==> src/design/mpcr_pkg.sv <==
// shared types and constants for the midpoint circle rasterizer
package mpcr_pkg;

  // field widths
  localparam int COORD_BITS_DEF = 12;
  localparam int OFF_W          = 12;
  localparam int RAD_W          = 11;
  localparam int DEC_W          = 16;
  localparam int COLOR_W        = 32;
  localparam int DIM_W          = 13;
  localparam int SCR_W          = 14;
  localparam int IDX_W          = 3;

  typedef logic [OFF_W-1:0]        off_t;
  typedef logic signed [DEC_W-1:0] dec_t;
  typedef logic [DIM_W-1:0]        dim_t;
  typedef logic [IDX_W-1:0]        idx_t;

  // input operation codes
  typedef enum logic {
    OP_START = 1'b0,
    OP_STEP  = 1'b1
  } op_t;

  // configuration register indexes
  typedef enum logic {
    REG_WIDTH  = 1'b0,
    REG_HEIGHT = 1'b1
  } reg_idx_t;

  localparam dim_t WIDTH_RESET  = 13'd800;
  localparam dim_t HEIGHT_RESET = 13'd600;

  // second-order midpoint constants
  localparam int DECISION_BASE   = 1;
  localparam int EAST_DELTA_INIT = 3;
  localparam int SE_DELTA_BASE   = 5;
  localparam int DELTA_STEP      = 2;
  localparam int SE_DELTA_STEP   = 4;

  localparam idx_t LAST_POINT = 3'd7;

  // pending point job from the stepper to the point unit
  typedef struct packed {
    logic valid;
    logic done;
  } job_t;

endpackage

==> src/design/mpcr_in_if.sv <==
// command channel: start or step items
interface mpcr_in_if #(
  parameter int COORD_BITS = mpcr_pkg::COORD_BITS_DEF
);
  logic                           valid;
  logic                           ready;
  logic                           operation;
  logic signed [COORD_BITS-1:0]   center_x;
  logic signed [COORD_BITS-1:0]   center_y;
  logic [mpcr_pkg::RAD_W-1:0]     radius;
  logic [mpcr_pkg::COLOR_W-1:0]   draw_color;

  modport source (
    output valid, operation, center_x, center_y, radius, draw_color,
    input  ready
  );
  modport sink (
    input  valid, operation, center_x, center_y, radius, draw_color,
    output ready
  );
endinterface

==> src/design/mpcr_out_if.sv <==
// point channel: one screen point per item
interface mpcr_out_if;
  logic                                valid;
  logic                                ready;
  logic signed [mpcr_pkg::SCR_W-1:0]   screen_x;
  logic signed [mpcr_pkg::SCR_W-1:0]   screen_y;
  logic                                visible;
  logic [mpcr_pkg::COLOR_W-1:0]        pixel_color;
  logic                                last_of_step;
  logic                                circle_done;

  modport source (
    output valid, screen_x, screen_y, visible, pixel_color, last_of_step, circle_done,
    input  ready
  );
  modport sink (
    input  valid, screen_x, screen_y, visible, pixel_color, last_of_step, circle_done,
    output ready
  );
endinterface

==> src/design/mpcr_stepper.sv <==
// circle state and second-order decision update, one step per accepted step
module mpcr_stepper #(
  parameter int COORD_BITS = mpcr_pkg::COORD_BITS_DEF
) (
  input  logic                          clk,
  input  logic                          rst,
  mpcr_in_if.sink                       cmd,
  input  logic                          release_job,
  output mpcr_pkg::job_t                job,
  output mpcr_pkg::off_t                job_a,
  output mpcr_pkg::off_t                job_b,
  output logic signed [COORD_BITS-1:0]  stored_center_x,
  output logic signed [COORD_BITS-1:0]  stored_center_y,
  output logic [mpcr_pkg::COLOR_W-1:0]  stored_color
);

  logic           circle_active;
  mpcr_pkg::off_t column_offset;
  mpcr_pkg::off_t row_offset;
  mpcr_pkg::dec_t decision;
  mpcr_pkg::dec_t east_delta;
  mpcr_pkg::dec_t southeast_delta;

  logic           accept;
  logic           is_step;
  logic           emit;
  logic           go_east;
  mpcr_pkg::off_t row_next;
  mpcr_pkg::off_t column_next;
  mpcr_pkg::dec_t radius_ext;
  logic           done_next;

  // a new job may enter once the pending one hands out its last point
  assign cmd.ready = !job.valid || release_job;
  assign accept    = cmd.valid && cmd.ready;
  assign is_step   = cmd.operation == mpcr_pkg::OP_STEP;
  assign emit      = accept && is_step && circle_active && (column_offset < row_offset);

  // east or south-east move
  always_comb begin
    go_east     = decision[mpcr_pkg::DEC_W-1];
    row_next    = go_east ? row_offset : row_offset - mpcr_pkg::off_t'(1);
    column_next = column_offset + mpcr_pkg::off_t'(1);
    done_next   = !(column_next < row_next);
    radius_ext  = mpcr_pkg::dec_t'(cmd.radius);
  end

  // control state
  always_ff @(posedge clk) begin
    if (rst) begin
      circle_active <= 1'b0;
      job.valid     <= 1'b0;
      job.done      <= 1'b0;
    end else begin
      if (accept && !is_step) begin
        circle_active <= 1'b1;
      end else if (accept) begin
        circle_active <= emit && !done_next;
      end
      if (emit) begin
        job.valid <= 1'b1;
        job.done  <= done_next;
      end else if (release_job) begin
        job.valid <= 1'b0;
      end
    end
  end

  // circle state and job payload
  always_ff @(posedge clk) begin
    if (accept && !is_step) begin
      stored_center_x <= cmd.center_x;
      stored_center_y <= cmd.center_y;
      stored_color    <= cmd.draw_color;
      column_offset   <= '0;
      row_offset      <= mpcr_pkg::off_t'(cmd.radius);
      decision        <= mpcr_pkg::dec_t'(mpcr_pkg::DECISION_BASE) - radius_ext;
      east_delta      <= mpcr_pkg::dec_t'(mpcr_pkg::EAST_DELTA_INIT);
      southeast_delta <= mpcr_pkg::dec_t'(mpcr_pkg::SE_DELTA_BASE) - radius_ext - radius_ext;
    end else if (emit) begin
      decision        <= decision + (go_east ? east_delta : southeast_delta);
      east_delta      <= east_delta + mpcr_pkg::dec_t'(mpcr_pkg::DELTA_STEP);
      southeast_delta <= southeast_delta + (go_east ?
                           mpcr_pkg::dec_t'(mpcr_pkg::DELTA_STEP) :
                           mpcr_pkg::dec_t'(mpcr_pkg::SE_DELTA_STEP));
      row_offset      <= row_next;
      column_offset   <= column_next;
      job_a           <= column_offset;
      job_b           <= row_next;
    end
  end

  // a start always arms the circle
  a_start_arms: assert property (@(posedge clk) disable iff (rst)
    accept && !is_step |=> circle_active)
    else $error("start item did not arm the circle");

  // a step with no active circle leaves no job behind
  a_idle_step_no_job: assert property (@(posedge clk) disable iff (rst)
    accept && is_step && !circle_active |=> !job.valid)
    else $error("step without active circle produced a job");

endmodule

==> src/design/mpcr_point.sv <==
// eight-way symmetry, screen mapping, clipping and the output register
module mpcr_point #(
  parameter int COORD_BITS = mpcr_pkg::COORD_BITS_DEF
) (
  input  logic                          clk,
  input  logic                          rst,
  input  mpcr_pkg::job_t                job,
  input  mpcr_pkg::off_t                job_a,
  input  mpcr_pkg::off_t                job_b,
  input  logic signed [COORD_BITS-1:0]  center_x,
  input  logic signed [COORD_BITS-1:0]  center_y,
  input  logic [mpcr_pkg::COLOR_W-1:0]  color,
  input  mpcr_pkg::dim_t                screen_width,
  input  mpcr_pkg::dim_t                screen_height,
  output logic                          release_job,
  mpcr_out_if.source                    pix
);

  localparam int SUM_W =
    ((COORD_BITS > mpcr_pkg::DIM_W) ? COORD_BITS : mpcr_pkg::DIM_W) + 3;

  mpcr_pkg::idx_t idx;

  logic                    advance;
  logic                    fire;
  logic                    is_last;
  mpcr_pkg::off_t          px_mag;
  mpcr_pkg::off_t          py_mag;
  logic                    px_neg;
  logic                    py_neg;
  logic signed [SUM_W-1:0] px;
  logic signed [SUM_W-1:0] py;
  logic signed [SUM_W-1:0] sx;
  logic signed [SUM_W-1:0] sy;
  logic signed [SUM_W-1:0] w_s;
  logic signed [SUM_W-1:0] h_s;
  logic                    vis;

  assign advance     = !pix.valid || pix.ready;
  assign fire        = job.valid && advance;
  assign is_last     = idx == mpcr_pkg::LAST_POINT;
  assign release_job = fire && is_last;

  // symmetric point selection in output order
  always_comb begin
    case (idx)
      3'd0:    begin px_mag = job_a; py_mag = job_b; px_neg = 1'b0; py_neg = 1'b0; end
      3'd1:    begin px_mag = job_b; py_mag = job_a; px_neg = 1'b0; py_neg = 1'b0; end
      3'd2:    begin px_mag = job_b; py_mag = job_a; px_neg = 1'b0; py_neg = 1'b1; end
      3'd3:    begin px_mag = job_a; py_mag = job_b; px_neg = 1'b0; py_neg = 1'b1; end
      3'd4:    begin px_mag = job_a; py_mag = job_b; px_neg = 1'b1; py_neg = 1'b1; end
      3'd5:    begin px_mag = job_b; py_mag = job_a; px_neg = 1'b1; py_neg = 1'b1; end
      3'd6:    begin px_mag = job_b; py_mag = job_a; px_neg = 1'b1; py_neg = 1'b0; end
      default: begin px_mag = job_a; py_mag = job_b; px_neg = 1'b1; py_neg = 1'b0; end
    endcase
  end

  // centered to screen coordinates and strict clip test
  always_comb begin
    px  = px_neg ? -$signed(SUM_W'(px_mag)) : $signed(SUM_W'(px_mag));
    py  = py_neg ? -$signed(SUM_W'(py_mag)) : $signed(SUM_W'(py_mag));
    w_s = $signed(SUM_W'(screen_width));
    h_s = $signed(SUM_W'(screen_height));
    sx  = SUM_W'(center_x) + px + $signed(SUM_W'(screen_width >> 1));
    sy  = $signed(SUM_W'(screen_height >> 1)) - (SUM_W'(center_y) + py);
    vis = !sx[SUM_W-1] && (sx != '0) && !sy[SUM_W-1] && (sy != '0) &&
          (sx < w_s) && (sy < h_s);
  end

  // point counter and output valid
  always_ff @(posedge clk) begin
    if (rst) begin
      idx       <= '0;
      pix.valid <= 1'b0;
    end else begin
      if (fire) begin
        idx <= idx + mpcr_pkg::idx_t'(1);
      end
      if (fire) begin
        pix.valid <= 1'b1;
      end else if (pix.ready) begin
        pix.valid <= 1'b0;
      end
    end
  end

  // output payload
  always_ff @(posedge clk) begin
    if (fire) begin
      pix.screen_x     <= sx[mpcr_pkg::SCR_W-1:0];
      pix.screen_y     <= sy[mpcr_pkg::SCR_W-1:0];
      pix.visible      <= vis;
      pix.pixel_color  <= color;
      pix.last_of_step <= is_last;
      pix.circle_done  <= is_last && job.done;
    end
  end

  // counter rests at the first point between jobs
  a_idx_idle: assert property (@(posedge clk) disable iff (rst)
    !job.valid |-> idx == '0)
    else $error("point counter not at start while no job pending");

  // the eighth point lands in the output register flagged last
  a_last_flag: assert property (@(posedge clk) disable iff (rst)
    release_job |=> pix.valid && pix.last_of_step)
    else $error("eighth point not flagged as last of step");

endmodule

==> src/design/midpoint_circle_rasterizer.sv <==
// top level of the midpoint circle rasterizer with screen mapping and clipping
//
// cmd carries start items (operation 0: center, radius, color) and step items
// (operation 1). A start loads the circle and gives no point. A step advances
// the second-order midpoint decision by one column and gives the eight
// symmetric points of that column on pix, one item per cycle unless pix
// stalls, in the order (a,b) (b,a) (b,-a) (a,-b) (-a,-b) (-b,-a) (-b,a)
// (-a,b); the eighth carries last_of_step, and circle_done when the octant
// is finished. Steps after the octant ends, or with no circle loaded, give
// nothing. The first point of a step passes the job register and then the
// output register before it is valid on pix. The next item is accepted in
// the cycle the eighth point enters the output register; start items and
// empty steps leave no job pending. The user must write screen_width
// (index 0) and screen_height (index 1) through cfg_we/cfg_index/cfg_wdata
// only while the block is idle; the block itself does not enforce it. Reset
// clears the circle and the output valid and sets the frame to 800 by 600.
// When pix stalls, the output register holds its point and cmd.ready drops
// once a step is pending.
module midpoint_circle_rasterizer #(
  parameter int COORD_BITS = mpcr_pkg::COORD_BITS_DEF
) (
  input  logic                      clk,
  input  logic                      rst,
  mpcr_in_if.sink                   cmd,
  mpcr_out_if.source                pix,
  input  logic                      cfg_we,
  input  logic                      cfg_index,
  input  logic [mpcr_pkg::DIM_W-1:0] cfg_wdata
);

  mpcr_pkg::dim_t screen_width;
  mpcr_pkg::dim_t screen_height;

  mpcr_pkg::job_t               job;
  mpcr_pkg::off_t               job_a;
  mpcr_pkg::off_t               job_b;
  logic signed [COORD_BITS-1:0] stored_center_x;
  logic signed [COORD_BITS-1:0] stored_center_y;
  logic [mpcr_pkg::COLOR_W-1:0] stored_color;
  logic                         release_job;

  // frame size registers
  always_ff @(posedge clk) begin
    if (rst) begin
      screen_width  <= mpcr_pkg::WIDTH_RESET;
      screen_height <= mpcr_pkg::HEIGHT_RESET;
    end else if (cfg_we) begin
      unique case (cfg_index)
        mpcr_pkg::REG_WIDTH:  screen_width  <= cfg_wdata;
        mpcr_pkg::REG_HEIGHT: screen_height <= cfg_wdata;
        default: ;
      endcase
    end
  end

  // decision stepper
  mpcr_stepper #(
    .COORD_BITS (COORD_BITS)
  ) u_stepper (
    .clk             (clk),
    .rst             (rst),
    .cmd             (cmd),
    .release_job     (release_job),
    .job             (job),
    .job_a           (job_a),
    .job_b           (job_b),
    .stored_center_x (stored_center_x),
    .stored_center_y (stored_center_y),
    .stored_color    (stored_color)
  );

  // point generator and output register
  mpcr_point #(
    .COORD_BITS (COORD_BITS)
  ) u_point (
    .clk           (clk),
    .rst           (rst),
    .job           (job),
    .job_a         (job_a),
    .job_b         (job_b),
    .center_x      (stored_center_x),
    .center_y      (stored_center_y),
    .color         (stored_color),
    .screen_width  (screen_width),
    .screen_height (screen_height),
    .release_job   (release_job),
    .pix           (pix)
  );

endmodule

==> src/flat_wrapper.sv <==
// flat-port wrapper written by rule: the top's interface ports become plain ports
module midpoint_circle_rasterizer_flat 
#(
  parameter int COORD_BITS = mpcr_pkg::COORD_BITS_DEF
)
  (clk, rst, cfg_we, cfg_index, cfg_wdata, cmd_valid, cmd_operation, cmd_center_x, cmd_center_y, cmd_radius, cmd_draw_color, cmd_ready, pix_valid, pix_screen_x, pix_screen_y, pix_visible, pix_pixel_color, pix_last_of_step, pix_circle_done, pix_ready);
  mpcr_in_if #(.COORD_BITS(COORD_BITS)) cmd_i ();
  mpcr_out_if pix_i ();
  input  logic clk;
  input  logic rst;
  input  logic cfg_we;
  input  logic cfg_index;
  input  logic [mpcr_pkg::DIM_W-1:0] cfg_wdata;
  input wire logic [$bits(cmd_i.valid)-1:0] cmd_valid;
  input wire logic [$bits(cmd_i.operation)-1:0] cmd_operation;
  input wire logic [$bits(cmd_i.center_x)-1:0] cmd_center_x;
  input wire logic [$bits(cmd_i.center_y)-1:0] cmd_center_y;
  input wire logic [$bits(cmd_i.radius)-1:0] cmd_radius;
  input wire logic [$bits(cmd_i.draw_color)-1:0] cmd_draw_color;
  output wire logic [$bits(cmd_i.ready)-1:0] cmd_ready;
  output wire logic [$bits(pix_i.valid)-1:0] pix_valid;
  output wire logic [$bits(pix_i.screen_x)-1:0] pix_screen_x;
  output wire logic [$bits(pix_i.screen_y)-1:0] pix_screen_y;
  output wire logic [$bits(pix_i.visible)-1:0] pix_visible;
  output wire logic [$bits(pix_i.pixel_color)-1:0] pix_pixel_color;
  output wire logic [$bits(pix_i.last_of_step)-1:0] pix_last_of_step;
  output wire logic [$bits(pix_i.circle_done)-1:0] pix_circle_done;
  input wire logic [$bits(pix_i.ready)-1:0] pix_ready;
  assign cmd_i.valid = cmd_valid;
  assign cmd_i.operation = cmd_operation;
  assign cmd_i.center_x = cmd_center_x;
  assign cmd_i.center_y = cmd_center_y;
  assign cmd_i.radius = cmd_radius;
  assign cmd_i.draw_color = cmd_draw_color;
  assign cmd_ready = cmd_i.ready;
  assign pix_valid = pix_i.valid;
  assign pix_screen_x = pix_i.screen_x;
  assign pix_screen_y = pix_i.screen_y;
  assign pix_visible = pix_i.visible;
  assign pix_pixel_color = pix_i.pixel_color;
  assign pix_last_of_step = pix_i.last_of_step;
  assign pix_circle_done = pix_i.circle_done;
  assign pix_i.ready = pix_ready;
  midpoint_circle_rasterizer #(.COORD_BITS(COORD_BITS)) u_core (.clk(clk), .rst(rst), .cmd(cmd_i), .pix(pix_i), .cfg_we(cfg_we), .cfg_index(cfg_index), .cfg_wdata(cfg_wdata));
endmodule
==> config.mk <==
export PLATFORM = sky130hd
export DESIGN_NAME = midpoint_circle_rasterizer_flat
export DESIGN_NICKNAME = d
export VERILOG_FILES = /design/src/design/mpcr_pkg.sv /design/src/design/mpcr_in_if.sv /design/src/design/mpcr_out_if.sv /design/src/design/mpcr_stepper.sv /design/src/design/mpcr_point.sv /design/src/design/midpoint_circle_rasterizer.sv /design/src/flat_wrapper.sv
export SDC_FILE = /design/constraint.sdc
export NUM_CORES = 1
export LEC_CHECK = 0
export BUFFER_PORTS_ARGS = -buffer_cell sky130_fd_sc_hd__buf_2
export CORE_MARGIN = 10
export CORE_UTILIZATION = 40
export DETAILED_ROUTE_END_ITERATION = 6
export GPL_TIMING_DRIVEN = 0
export HOLD_SLACK_MARGIN = 0.06
export SYNTH_ARGS = -nofsm -noshare
export SYNTH_HDL_FRONTEND = slang
export SYNTH_SLANG_ARGS = --single-unit
==> constraint.sdc <==
create_clock -name clk -period 13.8 [get_ports clk]
set_input_delay 2.76 -clock clk [delete_from_list [all_inputs] [get_ports clk]]
set_output_delay 2.76 -clock clk [all_outputs]
set_load 0.03 [all_outputs]
==> summary.txt <==
Clocking
  – TritonCTS clock tree: yes
  – Inserted Clock Buffers: 27
  – Hold buffer count at CTS: 0
  – H-tree lvl count: 1
  – Clock Tree Buf Depth: 3
  – Worst skew pair latency: 560 ps
  – Gates resized, CTS repair: 0
  – Buffer cell driving the clock tree root: sky130_fd_sc_hd__clkbuf_16
  – TritonCTS sink count: 247
  – Clock-pin slew reported for the worst setup and hold paths after clock tree synthesis: 60 ps
  – Post CTS Setup Buffer Count: 0

Route
  – DRT antenna net count: 0
  – DRC violation count after routing: 0
  – Number of design-rule violations left by the first detailed-router iteration: 645
  – Via total after detailed routing: 11200
  – Wire length per cell: 17.5 um
  – Highest metal layer with signal wires: met4
  – Total Wirelength: 37300 um
  – Met2 wire length: 18100 um
  – Detailed-route wire length on metal 1: 16500 um
  – Routed wl met3: 1700 um
  – Detailed-route vias per instance: 5.24
  – First-pass iteration count of the detailed router: 5

Power and ir drop
  – Switching Power: 0.000607 W
  – Share of power burned in combinational logic: 23.8%
  – Sequential cell fraction of total power: 42.7%
  – Power per Cell Area: 118 nW/um^2
  – Cell internal pwr: 0.00142 W
  – Switching Fraction: 29.9%
  – Highest ir drop seen on vdd: 0.0000852 V
  – Share of total power in the clock network: 33.5%
  – Static Leak: 7.07 nW

Global routing
  – Maximum number of pins on one net before global-route repair: 60
  – Number of global-route vias before repair: 11100
  – Overall fraction of global-route tracks in use: 16.0%
  – Total congestion overflow after global routing: 0
  – First-pass GRT wire length: 58200 um
  – Antenna violations before repair: 0

Setup path
  – Kind of end point of the critical path: flip-flop
  – R2r setup slk: 5910 ps
  – Largest driver fanout on the critical path: 10
  – Cell with the biggest individual delay on the critical path: sky130_fd_sc_hd__buf_1
  – Arr. time, crit path: 8240 ps
  – Gate family responsible for the most delay along the worst path: compound AO/OA/AOI/OAI gates
  – Terminus of the critical flop-to-flop path: u_core.u_point.pix.visible
  – Crit path required time: 14160 ps
  – Start-to-end type of the worst setup path: flip-flop to flip-flop
  – Count of buffering cells on the critical path with inverters included: 4
  – Depth of the worst register-to-register path: 27
  – Worst reg2reg path startpoint: u_core.u_point.idx[1]
  – CP max stage delay: 530 ps
  – Type of origin of the critical path: flip-flop
  – Critical Path Most Common Cell: sky130_fd_sc_hd__ha_1

Floorplanning
  – Overall die height: 213 um
  – Total Die Area: 45500 um^2
  – Initial core utilization: 40.7%
  – Cell row count: 70
  – Core Region: 36800 um^2
  – Number of top-level pins: 152
  – Die width: 213 um

Synthesis
  – Post-synth EDFFs: 186
  – Most instantiated flip-flop cell in the synthesis netlist: sky130_fd_sc_hd__edfxtp_1
  – Sequential area share after synthesis: 45.5%
  – Post-synthesis cell type with the largest combined area: sky130_fd_sc_hd__edfxtp_1
  – Xor and xnor area share after synthesis: 7.79%
  – Synthesized-area fraction occupied by and/or/nand/nor cells: 13.9%
  – Leading post-synthesis cells by cell area: sky130_fd_sc_hd__edfxtp_1 (37%), sky130_fd_sc_hd__ha_1 (9.8%), sky130_fd_sc_hd__dfxtp_1 (8.2%)
  – Avg Cell Area, Syn: 10.2 um^2
  – Yosys Warn Count: 0
  – Post-synth top area share: 37.3%
  – Largest family of logic cells by synthesized area: simple AND/OR/NAND/NOR gates
  – Compound-Gate Fraction of Synth Area: 11.6%
  – Share of synthesized cell area in full adder, half adder and majority cells: 13.4%
  – Cell count after synthesis: 1470
  – Number of flip-flops and latches in the synthesized netlist: 247
  – Distinct cell type count of the synthesized netlist: 70
  – Post-Synthesis Cell Area: 15000 um^2
  – Multiplexer share of the synthesized area: 2.93%
  – Share of flip-flops with an asynchronous set or reset after synthesis: 0%
  – Nets in the synthesized netlist: 1701

Final layout
  – Sequential cell area in the final layout: 6810 um^2
  – Layout cells sized above 1: 13.3%
  – Most used cells in the layout excluding fill and tap cells: sky130_fd_sc_hd__edfxtp_1 (186), sky130_fd_sc_hd__inv_1 (146), sky130_fd_sc_hd__buf_2 (145)
  – Antenna cell count: 0
  – Area added between synthesis and finish: 14.8%
  – Number of nets in the finished design: 1877
  – Filler Cell Count: 3501
  – Most frequent standard cell in the layout excluding fill and tap cells: sky130_fd_sc_hd__edfxtp_1
  – Multi-input logic area: 7420 um^2

Placement
  – Count of buffers from port buffering: 144
  – Pre-CTS setup slack: 5950 ps
  – Final estimated routing congestion in global placement: 0.918
  – Half-perimeter wire length after placement: 29600 um

Timing
  – Worst path setup slack after routing: 5910 ps
  – Total negative slack: 0 ps
  – Share of the clock period used by the worst path after layout: 57.1%
  – Worst relative slew slack: 51.1%
  – Maximum clock frequency: 127 MHz
  – Final setup fails: 0
  – RSZ-0062 raised after global routing: false
  – Actual slew at the worst max-slew pin: 728 ps
  – Final max-slew violation count: 0
  – Crit path time final: 7890 ps
  – Final hold vios: 0
  – Clk_skew: 18.4 ps

Min path
  – Worst Hold End: u_core.u_point.pix.pixel_color[0]
  – Start point of the worst hold path: u_core.u_stepper.stored_color[0]
  – Worst hold path depth: 0
  – Hold WC Path Type: flip-flop to flip-flop

Run status
  – Run status: finished, final reports clean

Job
  – Maxcap violations: 0
sequential cells by signal (all words and copies together), names as in the netlist, 3 cells and up:
signal,count
u_core.u_stepper.decision,16
u_core.screen_width,13
u_core.u_point.pix.screen_x,14
u_core.u_stepper.stored_color,32
u_core.u_point.pix.screen_y,14
u_core.u_stepper.stored_center_x,12
u_core.u_stepper.row_offset,12
u_core.screen_height,13
u_core.u_point.pix.pixel_color,32
u_core.u_stepper.southeast_delta,16
u_core.u_stepper.job_b,12
u_core.u_stepper.east_delta,15
u_core.u_stepper.job_a,12
u_core.u_stepper.stored_center_y,12
u_core.u_point.idx,3
u_core.u_stepper.column_offset,12
power groups by stage:
| stage | clock [W] | sequential, W | combinational [W] |
|---|---|---|---|
| floorplan | 0 | 0.000887 | 0.000344 |
| global placement | 0 | 0.000884 | 0.000467 |
| detailed placement | 0 | 0.000883 | 0.000480 |
| CTS | 0.000698 | 0.000867 | 0.000483 |
| global route | 0.000725 | 0.000870 | 0.000544 |
| finish | 0.000680 | 0.000867 | 0.000482 |
cell type report:
| type | instances | area share, % |
|---|---|---|
| tap | 468 | 3.41 |
| clock inverter | 19 | 0.801 |
| buffer | 48 | 1.10 |
| sequential | 247 | 39.6 |
| inverter | 147 | 3.21 |
| clock buffer | 30 | 4.06 |
| timing repair buffer | 147 | 4.59 |
| multi-input combinational | 1028 | 43.2 |
synth_stat cells, drive strengths merged, types with 13 or more instances:
master,n
a21oi,86
edfxtp,186
nand3,28
nor2,103
xor2,63
dfxtp,61
mux2i,28
nand4,17
mux2,14
clkbuf,40
inv,146
xnor2,70
fa,27
nor2b,13
o21ai,71
or3,24
nor3,41
nand2,137
ha,117
and3,18
worst max-delay path by stage:
stage / from / endpoint / depth (start not counted)
2_1_floorplan: pix_ready / u_core.u_stepper.southeast_delta[0] / 8
3_5_place_dp: u_core.u_point.idx[1] / u_core.u_point.pix.visible / 27
6_report: u_core.u_point.idx[1] / u_core.u_point.pix.visible / 27
4_1_cts: u_core.u_point.idx[1] / u_core.u_point.pix.visible / 27
3_3_place_gp: pix_ready / u_core.u_stepper.southeast_delta[0] / 9
5_1_grt: u_core.u_point.idx[1] / u_core.u_point.pix.visible / 27
worst register-to-register path: stages, from the launching register on:
cell and delay, ps:
sky130_fd_sc_hd__dfxtp_1 350, sky130_fd_sc_hd__inv_1 90, sky130_fd_sc_hd__ha_1 160, sky130_fd_sc_hd__or2_2 100
sky130_fd_sc_hd__clkbuf_1 340, sky130_fd_sc_hd__clkbuf_1 460, sky130_fd_sc_hd__buf_1 530, sky130_fd_sc_hd__mux2i_1 460
sky130_fd_sc_hd__ha_1 240, sky130_fd_sc_hd__o21ai_0 110, sky130_fd_sc_hd__o21bai_1 200, sky130_fd_sc_hd__o21bai_1 220
sky130_fd_sc_hd__o21ai_0 240, sky130_fd_sc_hd__xnor2_1 190, sky130_fd_sc_hd__fa_1 460, sky130_fd_sc_hd__ha_1 340
sky130_fd_sc_hd__and2_1 190, sky130_fd_sc_hd__a221o_1 350, sky130_fd_sc_hd__o21bai_1 230, sky130_fd_sc_hd__xnor2_1 340
sky130_fd_sc_hd__ha_1 330, sky130_fd_sc_hd__a211oi_1 270, sky130_fd_sc_hd__o221ai_1 160, sky130_fd_sc_hd__nor3_1 230
sky130_fd_sc_hd__o41ai_1 130, sky130_fd_sc_hd__or4_1 400, sky130_fd_sc_hd__or3_1 330, sky130_fd_sc_hd__nor4_2 220
routing by layer:
layer	up-vias	global-route usage, %
li1	5572	-
met1	5319	20.0
met2	229	28.0
met3	52	1.93
met4	0	5.33
met5	-	0
logic make-up (layout without fill, tap and decap cells):
logic type      count (synthesis)  in the layout
simple gates                  436            436
xor+xnor                      133            133
compound gates                273            273
buf+inv                       195            391
fa+ha+maj                     144            144
flops                         247            247
mux                            42             42
through the flow:
| stage | cells | power, W | utilization (%) | hold slack, ps | instance area (um^2) |
|---|---|---|---|---|---|
| final | 2134 | 0.00203 | 46.7 | 416 | 17200 |
| after global routing | 2134 | 0.00214 | 46.7 | 424 | 17200 |
| after floorplan | 1470 | 0.00123 | - | 400 | 15000 |
| after CTS | 2134 | 0.00205 | 46.7 | 418 | 17200 |
| after global placement | 2082 | 0.00135 | 44.2 | 400 | 16300 |
| after detailed placement | 2085 | 0.00136 | 44.4 | 405 | 16300 |
(Power assumes the default switching activity.)
